<file path="src/design/serial_port_register_model_core_defines.svh">
// Assertion helpers for the serial port register core.
// Each check samples on clk and is disabled while rst_n is low.
`ifndef SERIAL_PORT_REGISTER_MODEL_CORE_DEFINES_SVH
`define SERIAL_PORT_REGISTER_MODEL_CORE_DEFINES_SVH

`ifndef SYNTH

// Check a property at every clock edge out of reset.
`define SPRM_ASSERT(lbl, prop, msg) \
    lbl: assert property (@(posedge clk) disable iff (!rst_n) (prop)) else $error(msg);

// Check that the consequent holds in the cycle after the antecedent.
`define SPRM_ASSERT_NEXT(lbl, ante, cons, msg) \
    lbl: assert property (@(posedge clk) disable iff (!rst_n) (ante) |=> (cons)) \
        else $error(msg);

`else

`define SPRM_ASSERT(lbl, prop, msg)
`define SPRM_ASSERT_NEXT(lbl, ante, cons, msg)

`endif

`endif

</file>
<file path="src/design/sprm_pkg.sv">
`default_nettype none

package sprm_pkg;

    // Register addresses, low 24 bits
    localparam logic [23:0] CTRL_ADDR = 24'h000000;
    localparam logic [23:0] TX_ADDR   = 24'h000004;
    localparam logic [23:0] RX_ADDR   = 24'h000008;

    localparam logic [3:0] IRQ_LEVEL = 4'd12;

    // Only the top byte lane carries the data byte
    localparam logic [3:0] TOP_LANE_MASK = 4'b1000;

    // Lane of the transmit byte on a read: low address bits 0 pick bits 31:24
    localparam int TX_LANE_SHIFT = 24 - 8 * (TX_ADDR % 4);

    typedef enum logic [1:0] {
        FUNC_READ  = 2'd0,
        FUNC_WRITE = 2'd1,
        FUNC_RX    = 2'd2,
        FUNC_TXRDY = 2'd3
    } func_t;

    typedef enum logic [1:0] {
        MODE_OFF  = 2'd0,
        MODE_ON   = 2'd1,
        MODE_BUSY = 2'd2
    } mode_t;

endpackage

`default_nettype wire

</file>
<file path="src/design/serial_port_register_model_core.sv">
`default_nettype none

// Byte serial port with control, transmit and receive registers. Each input
// word is one event: a bus read, a bus write, a receive byte offered by the
// line, or a transmit-line-ready event; each event yields exactly one result
// word carrying read data, receive acceptance, an optional transmit byte and
// the interrupt level after the event. Both channels use valid/stall. The
// core takes one event per clock unless the result side stalls: an event
// sits in the input register while the register state is updated, then its
// result sits in the result register. The single update path from input
// register to state and result register sets that throughput; a stalled
// result holds the input register, which in turn stalls the input side.
// Control read returns {rx_full, tx_full, rx_irq_en, rx_en, tx_en} in bits
// 4:0. Receive register reads return data only when lane_enable selects just
// the top lane, but always acknowledge a pending receive byte.

`include "serial_port_register_model_core_defines.svh"

module serial_port_register_model_core
(
    input  wire logic        clk,
    input  wire logic        rst_n,

    input  wire logic        in_valid,
    output      logic        in_stall,
    input  wire logic [1:0]  func,
    input  wire logic [23:0] addr,
    input  wire logic [3:0]  lane_enable,
    input  wire logic [31:0] write_data,
    input  wire logic [7:0]  rx_byte,

    output      logic        out_valid,
    input  wire logic        out_stall,
    output      logic [31:0] read_data,
    output      logic        rx_taken,
    output      logic        tx_valid,
    output      logic [7:0]  tx_byte,
    output      logic [3:0]  irq_level
);

    import sprm_pkg::*;

    // ---------------------------------------------------------------
    // Handshake control
    // ---------------------------------------------------------------
    logic in_valid_reg;
    logic out_valid_reg;
    logic advance;
    logic in_accept;

    // Advance the held event whenever the result register is free or drains
    assign advance   = in_valid_reg && (!out_valid_reg || !out_stall);
    assign in_stall  = in_valid_reg && !advance;
    assign in_accept = in_valid && !in_stall;

    always_ff @(posedge clk or negedge rst_n)
    begin
        if (!rst_n)
        begin
            in_valid_reg  <= 1'b0;
            out_valid_reg <= 1'b0;
        end
        else
        begin
            if (in_accept)
                in_valid_reg <= 1'b1;
            else if (advance)
                in_valid_reg <= 1'b0;

            if (advance)
                out_valid_reg <= 1'b1;
            else if (!out_stall)
                out_valid_reg <= 1'b0;
        end
    end

    assign out_valid = out_valid_reg;

    // ---------------------------------------------------------------
    // Input register (payload, no reset)
    // ---------------------------------------------------------------
    func_t       func_reg;
    logic [23:0] addr_reg;
    logic [3:0]  lane_enable_reg;
    logic [31:0] write_data_reg;
    logic [7:0]  rx_byte_reg;

    always_ff @(posedge clk)
    begin
        if (in_accept)
        begin
            func_reg        <= func_t'(func);
            addr_reg        <= addr;
            lane_enable_reg <= lane_enable;
            write_data_reg  <= write_data;
            rx_byte_reg     <= rx_byte;
        end
    end

    // ---------------------------------------------------------------
    // Port state
    // ---------------------------------------------------------------
    mode_t       tx_mode_reg,    tx_mode_next;
    mode_t       rx_mode_reg,    rx_mode_next;
    logic        tx_en_reg,      tx_en_next;
    logic        rx_en_reg,      rx_en_next;
    logic        rx_irq_en_reg,  rx_irq_en_next;
    logic        tx_full_reg,    tx_full_next;
    logic        rx_full_reg,    rx_full_next;
    logic [7:0]  tx_hold_reg,    tx_hold_next;
    logic [7:0]  rx_hold_reg,    rx_hold_next;
    logic [3:0]  irq_reg,        irq_next;

    logic        hit_ctrl;
    logic        hit_tx;
    logic        hit_rx;
    logic [2:0]  ctrl_bits;

    // Address decode, priority control > transmit > receive
    assign hit_ctrl = (addr_reg == CTRL_ADDR);
    assign hit_tx   = !hit_ctrl && (addr_reg == TX_ADDR);
    assign hit_rx   = !hit_ctrl && !hit_tx && (addr_reg == RX_ADDR);

    // Only lane 0 of a control write reaches the enable bits
    assign ctrl_bits = write_data_reg[2:0] & {3{lane_enable_reg[0]}};

    // Next state of both state machines and the holding registers
    always_comb
    begin
        tx_mode_next   = tx_mode_reg;
        rx_mode_next   = rx_mode_reg;
        tx_en_next     = tx_en_reg;
        rx_en_next     = rx_en_reg;
        rx_irq_en_next = rx_irq_en_reg;
        tx_full_next   = tx_full_reg;
        rx_full_next   = rx_full_reg;
        tx_hold_next   = tx_hold_reg;
        rx_hold_next   = rx_hold_reg;
        irq_next       = irq_reg;

        case (func_reg)
            FUNC_WRITE:
            begin
                if (hit_ctrl)
                begin
                    tx_en_next     = ctrl_bits[0];
                    rx_en_next     = ctrl_bits[1];
                    rx_irq_en_next = ctrl_bits[2];

                    if (tx_mode_reg == MODE_OFF && ctrl_bits[0])
                        tx_mode_next = MODE_ON;
                    else if (tx_mode_reg == MODE_ON && !ctrl_bits[0])
                    begin
                        tx_mode_next = MODE_OFF;
                        tx_full_next = 1'b0;
                    end

                    if (rx_mode_reg == MODE_OFF && ctrl_bits[1])
                    begin
                        rx_mode_next = MODE_ON;
                        rx_full_next = 1'b0;
                    end
                    else if (rx_mode_reg == MODE_BUSY && !ctrl_bits[1])
                    begin
                        rx_mode_next = MODE_OFF;
                        rx_full_next = 1'b0;
                        rx_hold_next = '0;
                        irq_next     = '0;
                    end
                end
                else if (hit_tx && tx_mode_reg == MODE_ON)
                begin
                    // A partial-lane write still starts the transmitter
                    if (lane_enable_reg == TOP_LANE_MASK)
                        tx_hold_next = write_data_reg[31:24];
                    tx_full_next = 1'b1;
                    tx_mode_next = MODE_BUSY;
                end
            end
            FUNC_READ:
            begin
                // Reading the receive register acknowledges the byte
                if (hit_rx && rx_mode_reg == MODE_BUSY)
                begin
                    rx_mode_next = MODE_ON;
                    rx_full_next = 1'b0;
                    irq_next     = '0;
                end
            end
            FUNC_RX:
            begin
                if (rx_mode_reg == MODE_ON)
                begin
                    rx_mode_next = MODE_BUSY;
                    rx_full_next = 1'b1;
                    rx_hold_next = rx_byte_reg;
                    if (rx_irq_en_reg)
                        irq_next = IRQ_LEVEL;
                end
            end
            FUNC_TXRDY:
            begin
                if (tx_mode_reg == MODE_BUSY)
                begin
                    tx_full_next = 1'b0;
                    tx_mode_next = MODE_ON;
                end
            end
            default:
            begin
                tx_mode_next = tx_mode_reg;
            end
        endcase
    end

    always_ff @(posedge clk or negedge rst_n)
    begin
        if (!rst_n)
        begin
            tx_mode_reg   <= MODE_OFF;
            rx_mode_reg   <= MODE_OFF;
            tx_en_reg     <= 1'b0;
            rx_en_reg     <= 1'b0;
            rx_irq_en_reg <= 1'b0;
            tx_full_reg   <= 1'b0;
            rx_full_reg   <= 1'b0;
            tx_hold_reg   <= '0;
            rx_hold_reg   <= '0;
            irq_reg       <= '0;
        end
        else if (advance)
        begin
            tx_mode_reg   <= tx_mode_next;
            rx_mode_reg   <= rx_mode_next;
            tx_en_reg     <= tx_en_next;
            rx_en_reg     <= rx_en_next;
            rx_irq_en_reg <= rx_irq_en_next;
            tx_full_reg   <= tx_full_next;
            rx_full_reg   <= rx_full_next;
            tx_hold_reg   <= tx_hold_next;
            rx_hold_reg   <= rx_hold_next;
            irq_reg       <= irq_next;
        end
    end

    // ---------------------------------------------------------------
    // Result word for the event in the input register
    // ---------------------------------------------------------------
    logic [31:0] read_data_next;
    logic        rx_taken_next;
    logic        tx_valid_next;
    logic [7:0]  tx_byte_next;

    always_comb
    begin
        read_data_next = '0;
        rx_taken_next  = 1'b0;
        tx_valid_next  = 1'b0;
        tx_byte_next   = '0;

        case (func_reg)
            FUNC_READ:
            begin
                if (hit_ctrl)
                    read_data_next = {27'd0, rx_full_reg, tx_full_reg, rx_irq_en_reg,
                                      rx_en_reg, tx_en_reg};
                else if (hit_tx)
                    read_data_next = 32'(tx_hold_reg) << TX_LANE_SHIFT;
                else if (hit_rx && lane_enable_reg == TOP_LANE_MASK)
                    read_data_next = {rx_hold_reg, 24'd0};
            end
            FUNC_RX:
            begin
                rx_taken_next = (rx_mode_reg == MODE_ON);
            end
            FUNC_TXRDY:
            begin
                if (tx_mode_reg == MODE_BUSY)
                begin
                    tx_valid_next = 1'b1;
                    tx_byte_next  = tx_hold_reg;
                end
            end
            default:
            begin
                read_data_next = '0;
            end
        endcase
    end

    // Result register (payload, no reset); hold while stalled
    logic [31:0] read_data_reg;
    logic        rx_taken_reg;
    logic        tx_valid_reg;
    logic [7:0]  tx_byte_reg;
    logic [3:0]  irq_level_reg;

    always_ff @(posedge clk)
    begin
        if (advance)
        begin
            read_data_reg <= read_data_next;
            rx_taken_reg  <= rx_taken_next;
            tx_valid_reg  <= tx_valid_next;
            tx_byte_reg   <= tx_byte_next;
            irq_level_reg <= irq_next;
        end
    end

    assign read_data = read_data_reg;
    assign rx_taken  = rx_taken_reg;
    assign tx_valid  = tx_valid_reg;
    assign tx_byte   = tx_byte_reg;
    assign irq_level = irq_level_reg;

    // ---------------------------------------------------------------
    // Assertions
    // ---------------------------------------------------------------
    `SPRM_ASSERT(a_rx_full_tracks_mode, rx_full_reg == (rx_mode_reg == MODE_BUSY), "rx full flag out of step with receive mode")
    `SPRM_ASSERT(a_tx_full_tracks_mode, tx_full_reg == (tx_mode_reg == MODE_BUSY), "tx full flag out of step with transmit mode")
    `SPRM_ASSERT(a_irq_needs_rx_data, (irq_reg == 4'd0) || (rx_mode_reg == MODE_BUSY), "interrupt raised without pending receive byte")
    `SPRM_ASSERT_NEXT(a_tx_drain_sends, advance && func_reg == FUNC_TXRDY && tx_mode_reg == MODE_BUSY, out_valid && tx_valid, "line ready with full transmitter sent nothing")

endmodule

`default_nettype wire
</file>
<file path="config.mk">
export PLATFORM = sky130hd
export DESIGN_NAME = serial_port_register_model_core
export DESIGN_NICKNAME = d
export VERILOG_FILES = /design/src/design/sprm_pkg.sv /design/src/design/serial_port_register_model_core.sv
export VERILOG_INCLUDE_DIRS = /design/src /design/src/design
export SDC_FILE = /design/constraint.sdc
export NUM_CORES = 1
export LEC_CHECK = 0
export ABC_AREA = 0
export BUFFER_PORTS_ARGS = -buffer_cell sky130_fd_sc_hd__buf_2
export CELL_PAD_IN_SITES_DETAIL_PLACEMENT = 0
export CELL_PAD_IN_SITES_GLOBAL_PLACEMENT = 1
export CORE_MARGIN = 2
export CORE_UTILIZATION = 42
export DETAILED_ROUTE_END_ITERATION = 10
export PLACE_DENSITY_LB_ADDON = 0.1
export SLEW_MARGIN = 25
export SYNTH_ARGS = -nofsm -noshare
export SYNTH_HDL_FRONTEND = slang
export SYNTH_SLANG_ARGS = --single-unit
</file>
<file path="constraint.sdc">
create_clock -name clk -period 2.7 [get_ports clk]
set_clock_uncertainty 0.2 [all_clocks]
set_input_delay 0 -clock clk [delete_from_list [all_inputs] [get_ports clk]]
set_output_delay 0 -clock clk [all_outputs]
set_load 0.005 [all_outputs]
</file>
==> flow_metrics.tcl, run 1 <==
set metrics [dict create \
    cts.sinks 106 \
    grt_setup_unrepaired "false" \
    grt_pass1_vias 2638 \
    first_iter_violations 103 \
    drv_cap 0 \
    ir_drop_v 0.0003190 \
    finalMaxSlewViolations 0 \
    yosys.area_share.simple_pct 12.06 \
    synthCells 288 \
    syn_area_sq_mm 0.004305 \
    cp_max_fo 7 \
    cp-start-kind "flop" \
    synth.distinct_cells 47 \
    p_sw_uw 826.2 \
    layout_worst_path_cycle_share_pct 88.85 \
    die_y_microns 105.2 \
    synth-edff-count 76 \
    postCtsResizedCells 0 \
    ant_nets 0 \
    hold_viol 0 \
    critPathArrivalTime_ns 2.45 \
    worstMarginPinSlew_ns 0.7310 \
    synth_top_family_by_area "simple AND/OR/NAND/NOR gates" \
    cellInternalPower_uw 2442 \
    h-tree-depth 3 \
    cts_buffers 9 \
    status "completed" \
    vias_per_cell 4.593 \
    die_w_microns 105.2 \
    comb_power_share_pct 10.8 \
    dr.pass1.iters 4 \
    die_area_sq_mm 0.01108 \
    n_antenna_cell 0 \
    path_class "flop to flop" \
    synth_xor_area_share_pct 0.4069 \
    grt_overflow 0 \
    synth_seq_cells 106 \
    finalNetCount 506 \
    fp.coreArea_sq_mm 0.009864 \
    cp-end-kind "flop" \
    layout-drive-gt1-share_pct 29.98 \
    powerDensity_mw_per_mm2 588.2 \
    areaGrowthSynthToFinish_pct 29.06 \
    n_fill_cell 828 \
    maxSlewHeadroom_pct 51.27 \
    clockBufferDepth 2 \
    grt_pass1_wl_mm 13.01 \
    setup_viol 0 \
    synth_mux_area_share_pct 6.423 \
    grt_max_degree 34 \
    fin_crit_ns 2.399 \
    setup_tns_ns 0 \
    cts_tree "done" \
    place_congestion 0.8052 \
    dpl.hpwl_mm 5.147 \
    place_area_sq_mm 0.004843 \
    antenna_found_initial 0 \
    wirelength_mm 7.971 \
    ys.flop_type "edfxtp_1" \
    wl_per_cell_microns 13.98 \
    critPathRequiredTime_ns 2.75 \
    min_path_type "input pin to asynchronous set/reset pin" \
    rows 36 \
    cts-root-buf "clkbuf_8" \
    syn_avg_cell_area_sq_um 14.95 \
    ys_async_sr_fraction_pct 28.30 \
    largest_reg_flops 24 \
    p_leak_uw 0.002324 \
    fmax_mhz 416.8 \
    port_buffers 81 \
    design_area_sq_mm 0.005557 \
    drc 0 \
    clkSlewWorstSetupHoldPaths_ns 0.12 \
    vias 2618 \
    yosysSeqAreaShare_pct 70.44 \
    p_seq_share_pct 61.0 \
    switching_share_pct 25.28 \
    synth_compound_area_share_pct 5.028 \
    power.share.clock_pct 28.1 \
    start_util_pct 43.65 \
    yosysWarnings 0 \
    io_pins 122 \
    clk_latency_ns 0.36 \
    grt_usage_pct 15.19 \
    yosys.area_share.adder_pct 0 \
]
[final cells by class]
type	count	area, sq um	share of cell area [%]
Timing Repair Buffer	143	1016	18.28
Sequential cell	106	3033	54.58
Tap cell	133	166.4	2.995
Inverter	15	56.30	1.013
Multi-Input combinational cell	157	1102	19.84
Clock inverter	7	58.81	1.058
Clock buffer	9	123.9	2.229
[placed cells by master, fill, tap and decap left out, types with 2 or more instances in the layout]
cell type	n
a21oi_1	10
a22oi_1	8
and2_1	10
and3_1	6
buf_2	81
buf_4	8
clkbuf_8	9
conb_1	19
dfrtp_1	30
dlygate4sd3_1	53
edfxtp_1	76
inv_1	14
inv_6	3
mux2_2	4
mux2_4	8
mux2i_1	10
nand2_1	18
nand2b_1	5
nand3_2	2
nor2_1	19
nor3_1	4
nor4_1	2
nor4_2	3
nor4_4	2
o21a_1	2
xnor2_1	2
[worst paths after layout]
| check | startpoint | end | slack, ns | cells after the start |
|---|---|---|---|---|
| worst max-delay path | addr_reg[1] | tx_mode_reg[1] | 0.30 | 5 |
| worst min register to register | write_data_reg[25] | tx_hold_reg[1] | 0.29 | 1 |
| worst max register to register | addr_reg[1] | tx_mode_reg[1] | 0.30 | 5 |
| max in group asynchronous | rst_n | irq_reg[1] | 1.79 | 2 |
| worst min-delay path | rst_n | tx_hold_reg[1] | 0.03 | 2 |
| min in group clk | write_data[26] | write_data_reg[26] | 0.13 | 2 |
[what timing repair did]
action | CTS | global route
buffers inserted | 0 | 0
hold endpoints to repair | 83 | 0
hold buffers | 53 | 0
[cells by family (layout without fill, tap and decap cells)]
family	after synthesis	after routing
xor gates and xnor gates	2	2
muxes	23	23
AOI/OAI and AO/OA	29	29
DFF	106	106
buffers and inverters	43	174
other	1	19
and+or+nand+nor	84	84
[per-layer routing]
metal / share of wire [%] / track usage, % / vias up / wire length (microns)
li1: - / - / 1298 / -
met5: 0 / 0 / - / 0
met3: 5.3 / 3.834 / 8 / 423
met2: 49 / 25.67 / 89 / 3930
met1: 44 / 19.65 / 1223 / 3519
met4: 1.2 / 3.810 / 0 / 97
[worst max-delay path, stage by stage (launching register included)]
cell and delay, ns:
edfxtp_1 0.42, nor4_2 0.32, nand3_2 0.21, or3_1 0.38
o41ai_2 0.39, mux2_2 0.38
[cells in the mapped netlist (2+ instances only)]
| master | n | area, sq um |
|---|---|---|
| a21oi_1 | 10 | 50.05 |
| a22oi_1 | 8 | 60.06 |
| and2_1 | 11 | 68.82 |
| and3_1 | 6 | 37.54 |
| buf_2 | 2 | 10.01 |
| buf_4 | 20 | 150.1 |
| clkbuf_1 | 6 | 22.52 |
| dfrtp_1 | 30 | 750.7 |
| edfxtp_1 | 76 | 2282 |
| inv_1 | 14 | 52.55 |
| mux2_2 | 4 | 45.04 |
| mux2_4 | 8 | 120.1 |
| mux2i_1 | 10 | 100.1 |
| nand2_1 | 18 | 67.56 |
| nand2b_1 | 5 | 31.28 |
| nand3_2 | 2 | 20.02 |
| nor2_1 | 19 | 71.32 |
| nor3_1 | 4 | 20.02 |
| nor4_1 | 2 | 12.51 |
| nor4_2 | 3 | 37.54 |
| nor4_4 | 2 | 42.54 |
| o21a_1 | 2 | 15.01 |
| xnor2_1 | 2 | 17.52 |
[metrics by stage]
stage	util (%)	hold slack, ns	worst slack, ns	std cells	total power, uW
floorplan	-	-0.4956	0.4057	306	2211
global placement	49.10	-0.09631	0.2956	501	2320
finish	56.33	0.02738	0.3010	570	3268
CTS	56.33	0.04581	0.2725	570	3290
global route	56.33	0.06598	0.1301	570	3426
detailed placement	49.10	-0.08753	0.2917	501	2328
[power by group through the flow]
stage	sequential, uW	clock [uW]	combinational (uW)
finish	2000	920	354
global route	2010	1020	397
CTS	2000	937	357
detailed placement	2030	0	296
global placement	2030	0	289
floorplan	2010	0	198
Power figures use the tool's default switching activity.
==> run 2, diff against run 1 <==
--- a/config.mk
+++ b/config.mk
@@ -7,11 +7,12 @@
 export NUM_CORES = 1
 export LEC_CHECK = 0
 export ABC_AREA = 0
-export BUFFER_PORTS_ARGS = -buffer_cell sky130_fd_sc_hd__buf_2
+export BUFFER_PORTS_ARGS = -buffer_cell sky130_fd_sc_hd__buf_4
 export CELL_PAD_IN_SITES_DETAIL_PLACEMENT = 0
 export CELL_PAD_IN_SITES_GLOBAL_PLACEMENT = 1
 export CORE_MARGIN = 2
-export CORE_UTILIZATION = 42
+export CORE_UTILIZATION = 43
+export CTS_BUF_LIST = sky130_fd_sc_hd__clkbuf_4 sky130_fd_sc_hd__clkbuf_8
 export DETAILED_ROUTE_END_ITERATION = 10
 export PLACE_DENSITY_LB_ADDON = 0.1
 export SLEW_MARGIN = 25
==> run 2 against run 1 <==
  * Die area shrank 2.2%
  * Highest routed layer unchanged
  * Critical path type unchanged
  * Clock-buffer cell count up 1
  * Non-clock buffer count unchanged
  * Cell count unchanged
==> flow_metrics.tcl, run 2 (synthesis gave the netlist of run 1 again) <==
set metrics [dict create \
    status "completed" \
    finalMaxSlewViolations 0 \
    die_w_microns 104.1 \
    cts_tree "done" \
    critPathArrivalTime_ns 2.49 \
    antenna_found_initial 0 \
    fin_crit_ns 2.432 \
    cp_max_fo 7 \
    r2r_slack_ns 0.27 \
    setup_viol 0 \
    layout_common_cells "88 x buf_4, 76 x edfxtp_1, 54 x dlygate4sd3_1" \
    grt_usage_pct 15.26 \
    layout_worst_path_cycle_share_pct 90.09 \
    worstMarginPinSlew_ns 0.6204 \
    maxSlewHeadroom_pct 58.64 \
    cp-end-kind "flop" \
    dr.pass1.iters 4 \
    post_cts_buffers 0 \
    grt_pass1_wl_mm 12.85 \
    grt_max_degree 50 \
    dpl.hpwl_mm 5.099 \
    hold_viol 0 \
    rows 36 \
    die_area_sq_mm 0.01083 \
    grt_setup_unrepaired "false" \
    drv_cap 0 \
    crit_family "simple AND/OR/NAND/NOR gates" \
    met2_usage_pct 25.42 \
    wirelength_mm 7.777 \
    first_iter_violations 76 \
    cts-root-buf "clkbuf_8" \
    n_antenna_cell 0 \
    die_y_microns 104.1 \
    grt_overflow 0 \
    grt-busiest-layer "met2" \
    start_util_pct 44.25 \
    grt_pass1_vias 2585 \
    cpMaxStageDelayCell "o41ai_2" \
    critPathMaxStageDelay_ns 0.41 \
    clockBufferDepth 2 \
    vias 2609 \
    crit_path_cell_trace "nor4_2, nand3_2, or3_1, o41ai_2, mux2_2" \
    grt_use_met1_pct 19.62 \
    path_class "flop to flop" \
    port_buffers 81 \
    design_area_sq_mm 0.005768 \
    ant_nets 0 \
    crit_buf_inv 0 \
    layout_commonest_cell "buf_4" \
    fmax_mhz 411.1 \
    clkSlewWorstSetupHoldPaths_ns 0.11 \
    drc 0 \
    setup_tns_ns 0 \
    grtUsageMet3_pct 3.321 \
    place_congestion 0.7905 \
    fp.coreArea_sq_mm 0.009729 \
    p_leak_uw 0.002396 \
    min_path_type "input pin to flop" \
    clk_latency_ns 0.37 \
    powerDensity_mw_per_mm2 575.6 \
    layout-drive-gt1-share_pct 29.75 \
    critPathRequiredTime_ns 2.76 \
    ir_drop_v 0.0002865 \
    vias_per_cell 4.577 \
    finalNetCount 506 \
    place_area_sq_mm 0.005019 \
    n_fill_cell 806 \
    largest_reg_flops 24 \
    areaGrowthSynthToFinish_pct 33.97 \
    cts.sinks 106 \
    h-tree-depth 3 \
    cp-start-kind "flop" \
    io_pins 122 \
    wl_per_cell_microns 13.64 \
    cts_buffers 9 \
]
-- run 2: worst paths after layout --
path,start,to,cells after the start
setup reg to reg,addr_reg[14],tx_mode_reg[1],5
hold reg to reg,write_data_reg[24],tx_hold_reg[0],1
hold / removal,addr[17],addr_reg[17],2
max in group asynchronous,rst_n,rx_irq_en_reg,4
setup / recovery,addr_reg[14],tx_mode_reg[1],5
min in group asynchronous,rst_n,rx_hold_reg[7],4
-- run 2: worst register-to-register path, cell delays in order, from the launching register on --
cell and delay (ns):
edfxtp_1 0.40, nor4_2 0.32, nand3_2 0.23, or3_1 0.38
o41ai_2 0.41, mux2_2 0.38
-- run 2: report_power, final --
group	leakage, uW	internal [uW]	switching, uW
logic	0.00118	214	171
registers	0.00111	1910	88.9
clock network	0.0000987	369	569
-- run 2: area by class of cell --
type	instances	area (sq um)	area share (%)
clock buffers	10	131.4	2.278
clock inverters	6	57.56	0.9978
inverters	15	56.30	0.9761
multi-input cells	157	1102	19.11
flip-flops and latches	106	3033	52.58
well taps	133	166.4	2.885
repair buffers	143	1221	21.17
-- run 2: layer usage --
layer | up-vias | wire length [microns]
met1 | 1226 | 3463
met5 | - | 0
met4 | 0 | 120
met2 | 79 | 3863
li1 | 1293 | -
met3 | 11 | 330
-- run 2: per-stage QoR --
stage / std cells / util [%] / hold slack, ns / worst slack [ns] / power (uW)
2_1_floorplan: 306 / - / -0.4956 / 0.4057 / 2211
3_3_place_gp: 499 / 51.58 / -0.2379 / 0.2945 / 2345
3_5_place_dp: 499 / 51.58 / -0.2347 / 0.2688 / 2356
4_1_cts: 570 / 59.29 / 0.1266 / 0.2494 / 3339
5_1_grt: 570 / 59.29 / 0.1189 / 0.1638 / 3493
6_report: 570 / 59.29 / 0.1335 / 0.2676 / 3320
-- run 2: timing repair --
action,4_1_cts,5_1_grt
endpoints found under the hold margin,83,0
hold buffers,55,0
resized for setup,0,0
==> run 3, diff against run 2 <==
--- a/config.mk
+++ b/config.mk
@@ -8,10 +8,10 @@
 export LEC_CHECK = 0
 export ABC_AREA = 0
 export BUFFER_PORTS_ARGS = -buffer_cell sky130_fd_sc_hd__buf_4
-export CELL_PAD_IN_SITES_DETAIL_PLACEMENT = 0
-export CELL_PAD_IN_SITES_GLOBAL_PLACEMENT = 1
+export CELL_PAD_IN_SITES_DETAIL_PLACEMENT = 2
+export CELL_PAD_IN_SITES_GLOBAL_PLACEMENT = 2
 export CORE_MARGIN = 2
-export CORE_UTILIZATION = 43
+export CORE_UTILIZATION = 36
 export CTS_BUF_LIST = sky130_fd_sc_hd__clkbuf_4 sky130_fd_sc_hd__clkbuf_8
 export DETAILED_ROUTE_END_ITERATION = 10
 export PLACE_DENSITY_LB_ADDON = 0.1
==> run 3 against run 2 <==
  * Sequential power hardly changed
  * Via count grew 6.0%
  * Clock-buffer cell count rose by 2
  * Critical path depth stayed put
  * Routed wire length rose by 31%
  * Power up 2.1%
  * Setup slack worse by 0.026 ns
  * Combinational power grew 5.2%
  * Largest cell class unchanged
  * Largest power group unchanged
==> flow_metrics.tcl, run 3 (synthesis gave the netlist of run 1 again) <==
set metrics [dict create \
    cts_tree "done" \
    place_congestion 0.7609 \
    layout-drive-gt1-share_pct 30.07 \
    dpl.hpwl_mm 6.767 \
    design_area_sq_mm 0.005798 \
    cts.sinks 106 \
    finalMaxSlewViolations 0 \
    areaGrowthSynthToFinish_pct 34.67 \
    h-tree-depth 3 \
    layout_commonest_cell "buf_4" \
    power.share.clock_pct 28.8 \
    cp-end-kind "flop" \
    fin_crit_ns 2.459 \
    worstMarginPinSlew_ns 0.6615 \
    place_area_sq_mm 0.005046 \
    comb_power_share_pct 11.9 \
    grt_overflow 0 \
    drv_cap 0 \
    rows 39 \
    die_area_sq_mm 0.01285 \
    grt_pass1_wl_mm 16.74 \
    critPathMaxStageDelay_ns 0.42 \
    crit_family "simple AND/OR/NAND/NOR gates" \
    hold_viol 0 \
    maxSlewHeadroom_pct 55.90 \
    first_iter_violations 67 \
    grt_max_degree 50 \
    cp_max_fo 7 \
    die_y_microns 113.4 \
    final_cells 582 \
    cp-start-kind "flop" \
    dp_slack_ns 0.2271 \
    powerDensity_mw_per_mm2 584.8 \
    min_path_type "input pin to flop" \
    wirelength_mm 10.19 \
    grt_pass1_vias 3158 \
    grt_usage_pct 17.12 \
    clk_latency_ns 0.37 \
    vias 2766 \
    switching_share_pct 23.84 \
    setup_tns_ns 0 \
    placedCellCount 511 \
    cts-root-buf "clkbuf_8" \
    fp.coreArea_sq_mm 0.01156 \
    cellInternalPower_uw 2582 \
    p_leak_uw 0.002411 \
    vias_per_cell 4.753 \
    wl_per_cell_microns 17.51 \
    io_pins 122 \
    port_buffers 81 \
    start_util_pct 37.23 \
    n_fill_cell 1100 \
    multi_input_area_sq_mm 0.001102 \
    fmax_mhz 406.7 \
    status "completed" \
    clockBufferDepth 2 \
    ant_nets 0 \
    antenna_found_initial 0 \
    cpMaxStageDelayCell "o41ai_2" \
    setup_viol 0 \
    critPathRequiredTime_ns 2.76 \
    largest_reg_flops 24 \
    ir_drop_v 0.0003559 \
    grt_setup_unrepaired "false" \
    finalWorstSetupSlack_ns 0.2411 \
    clkSlewWorstSetupHoldPaths_ns 0.10 \
    finalNetCount 508 \
    critPathArrivalTime_ns 2.52 \
    path_class "flop to flop" \
    layout_common_cells "90 x buf_4, 76 x edfxtp_1, 54 x dlygate4sd3_1" \
    dr.pass1.iters 4 \
    crit_path_cell_trace "nor4_2, nand3_2, or3_1, o41ai_2, mux2_2" \
    p_seq_share_pct 59.3 \
    crit_buf_inv 0 \
    drc 0 \
    final-seq-area_sq_mm 0.003033 \
    die_w_microns 113.4 \
    n_antenna_cell 0 \
    cts_buffers 9 \
    postCtsResizedCells 0 \
    layout_worst_path_cycle_share_pct 91.07 \
    p_sw_uw 808.5 \
]
## run 3: changes by cell type in the layout (fill, tap and decap cells not counted), sizes merged
cell    previous run  this run
clkinv             3         4
bufinv             0         1
clkbuf            10        12
inv               18        14
buf               89        91
## run 3: final cells by class
cell class	count	area share (%)
tap	143	3.086
timing repair buffer	145	21.32
sequential	106	52.31
clock inverter	4	0.7769
inverter	15	0.9711
multi-input combinational	157	19.01
clock buffer	12	2.525
## run 3: final timing paths
path                            slack (ns)          startpoint  cells after the start        endpoint
worst max-delay path                  0.24        addr_reg[14]                      5  tx_mode_reg[1]
worst min-delay path                  0.14            addr[15]                      2    addr_reg[15]
worst max register to register        0.24        addr_reg[14]                      5  tx_mode_reg[1]
worst min register to register        0.29  write_data_reg[31]                      1  tx_hold_reg[7]
max in group asynchronous             1.65               rst_n                      4  tx_hold_reg[0]
min in group asynchronous             0.47               rst_n                      4  rx_mode_reg[1]
## run 3: what timing repair did
item                      CTS  global route
buffers inserted            0             0
hold buffers               55             0
hold endpoints to repair   83             0
## run 3: worst reg2reg max path, stage by stage (launching register included)
cell	delay, ns
edfxtp_1	0.40
nor4_2	0.33
nand3_2	0.23
or3_1	0.38
o41ai_2	0.42
mux2_2	0.38
## run 3: power groups by stage
stage,clock network [uW],registers [uW],logic [uW]
2_1_floorplan,0,2010,198
3_3_place_gp,0,2030,319
3_5_place_dp,0,2050,339
4_1_cts,1010,2010,407
5_1_grt,1070,2030,454
6_report,976,2010,404
## run 3: routing by layer
layer  part of all wire [%]  wire, microns  global-route usage [%]
met4                    1.6            161                   6.098
met3                    3.5            359                   3.267
met1                     42           4277                   20.22
met2                     53           5394                   31.06
met5                      0              0                       0
## run 3: metrics by stage
stage               hold slack [ns]  total power [uW]  utilization (%)
CTS                          0.1144              3426            50.14
finish                       0.1394              3391            50.14
detailed placement          -0.2192              2388            43.63
floorplan                   -0.4956              2211                -
global placement            -0.2311              2353            43.63
global route                 0.1223              3556            50.14
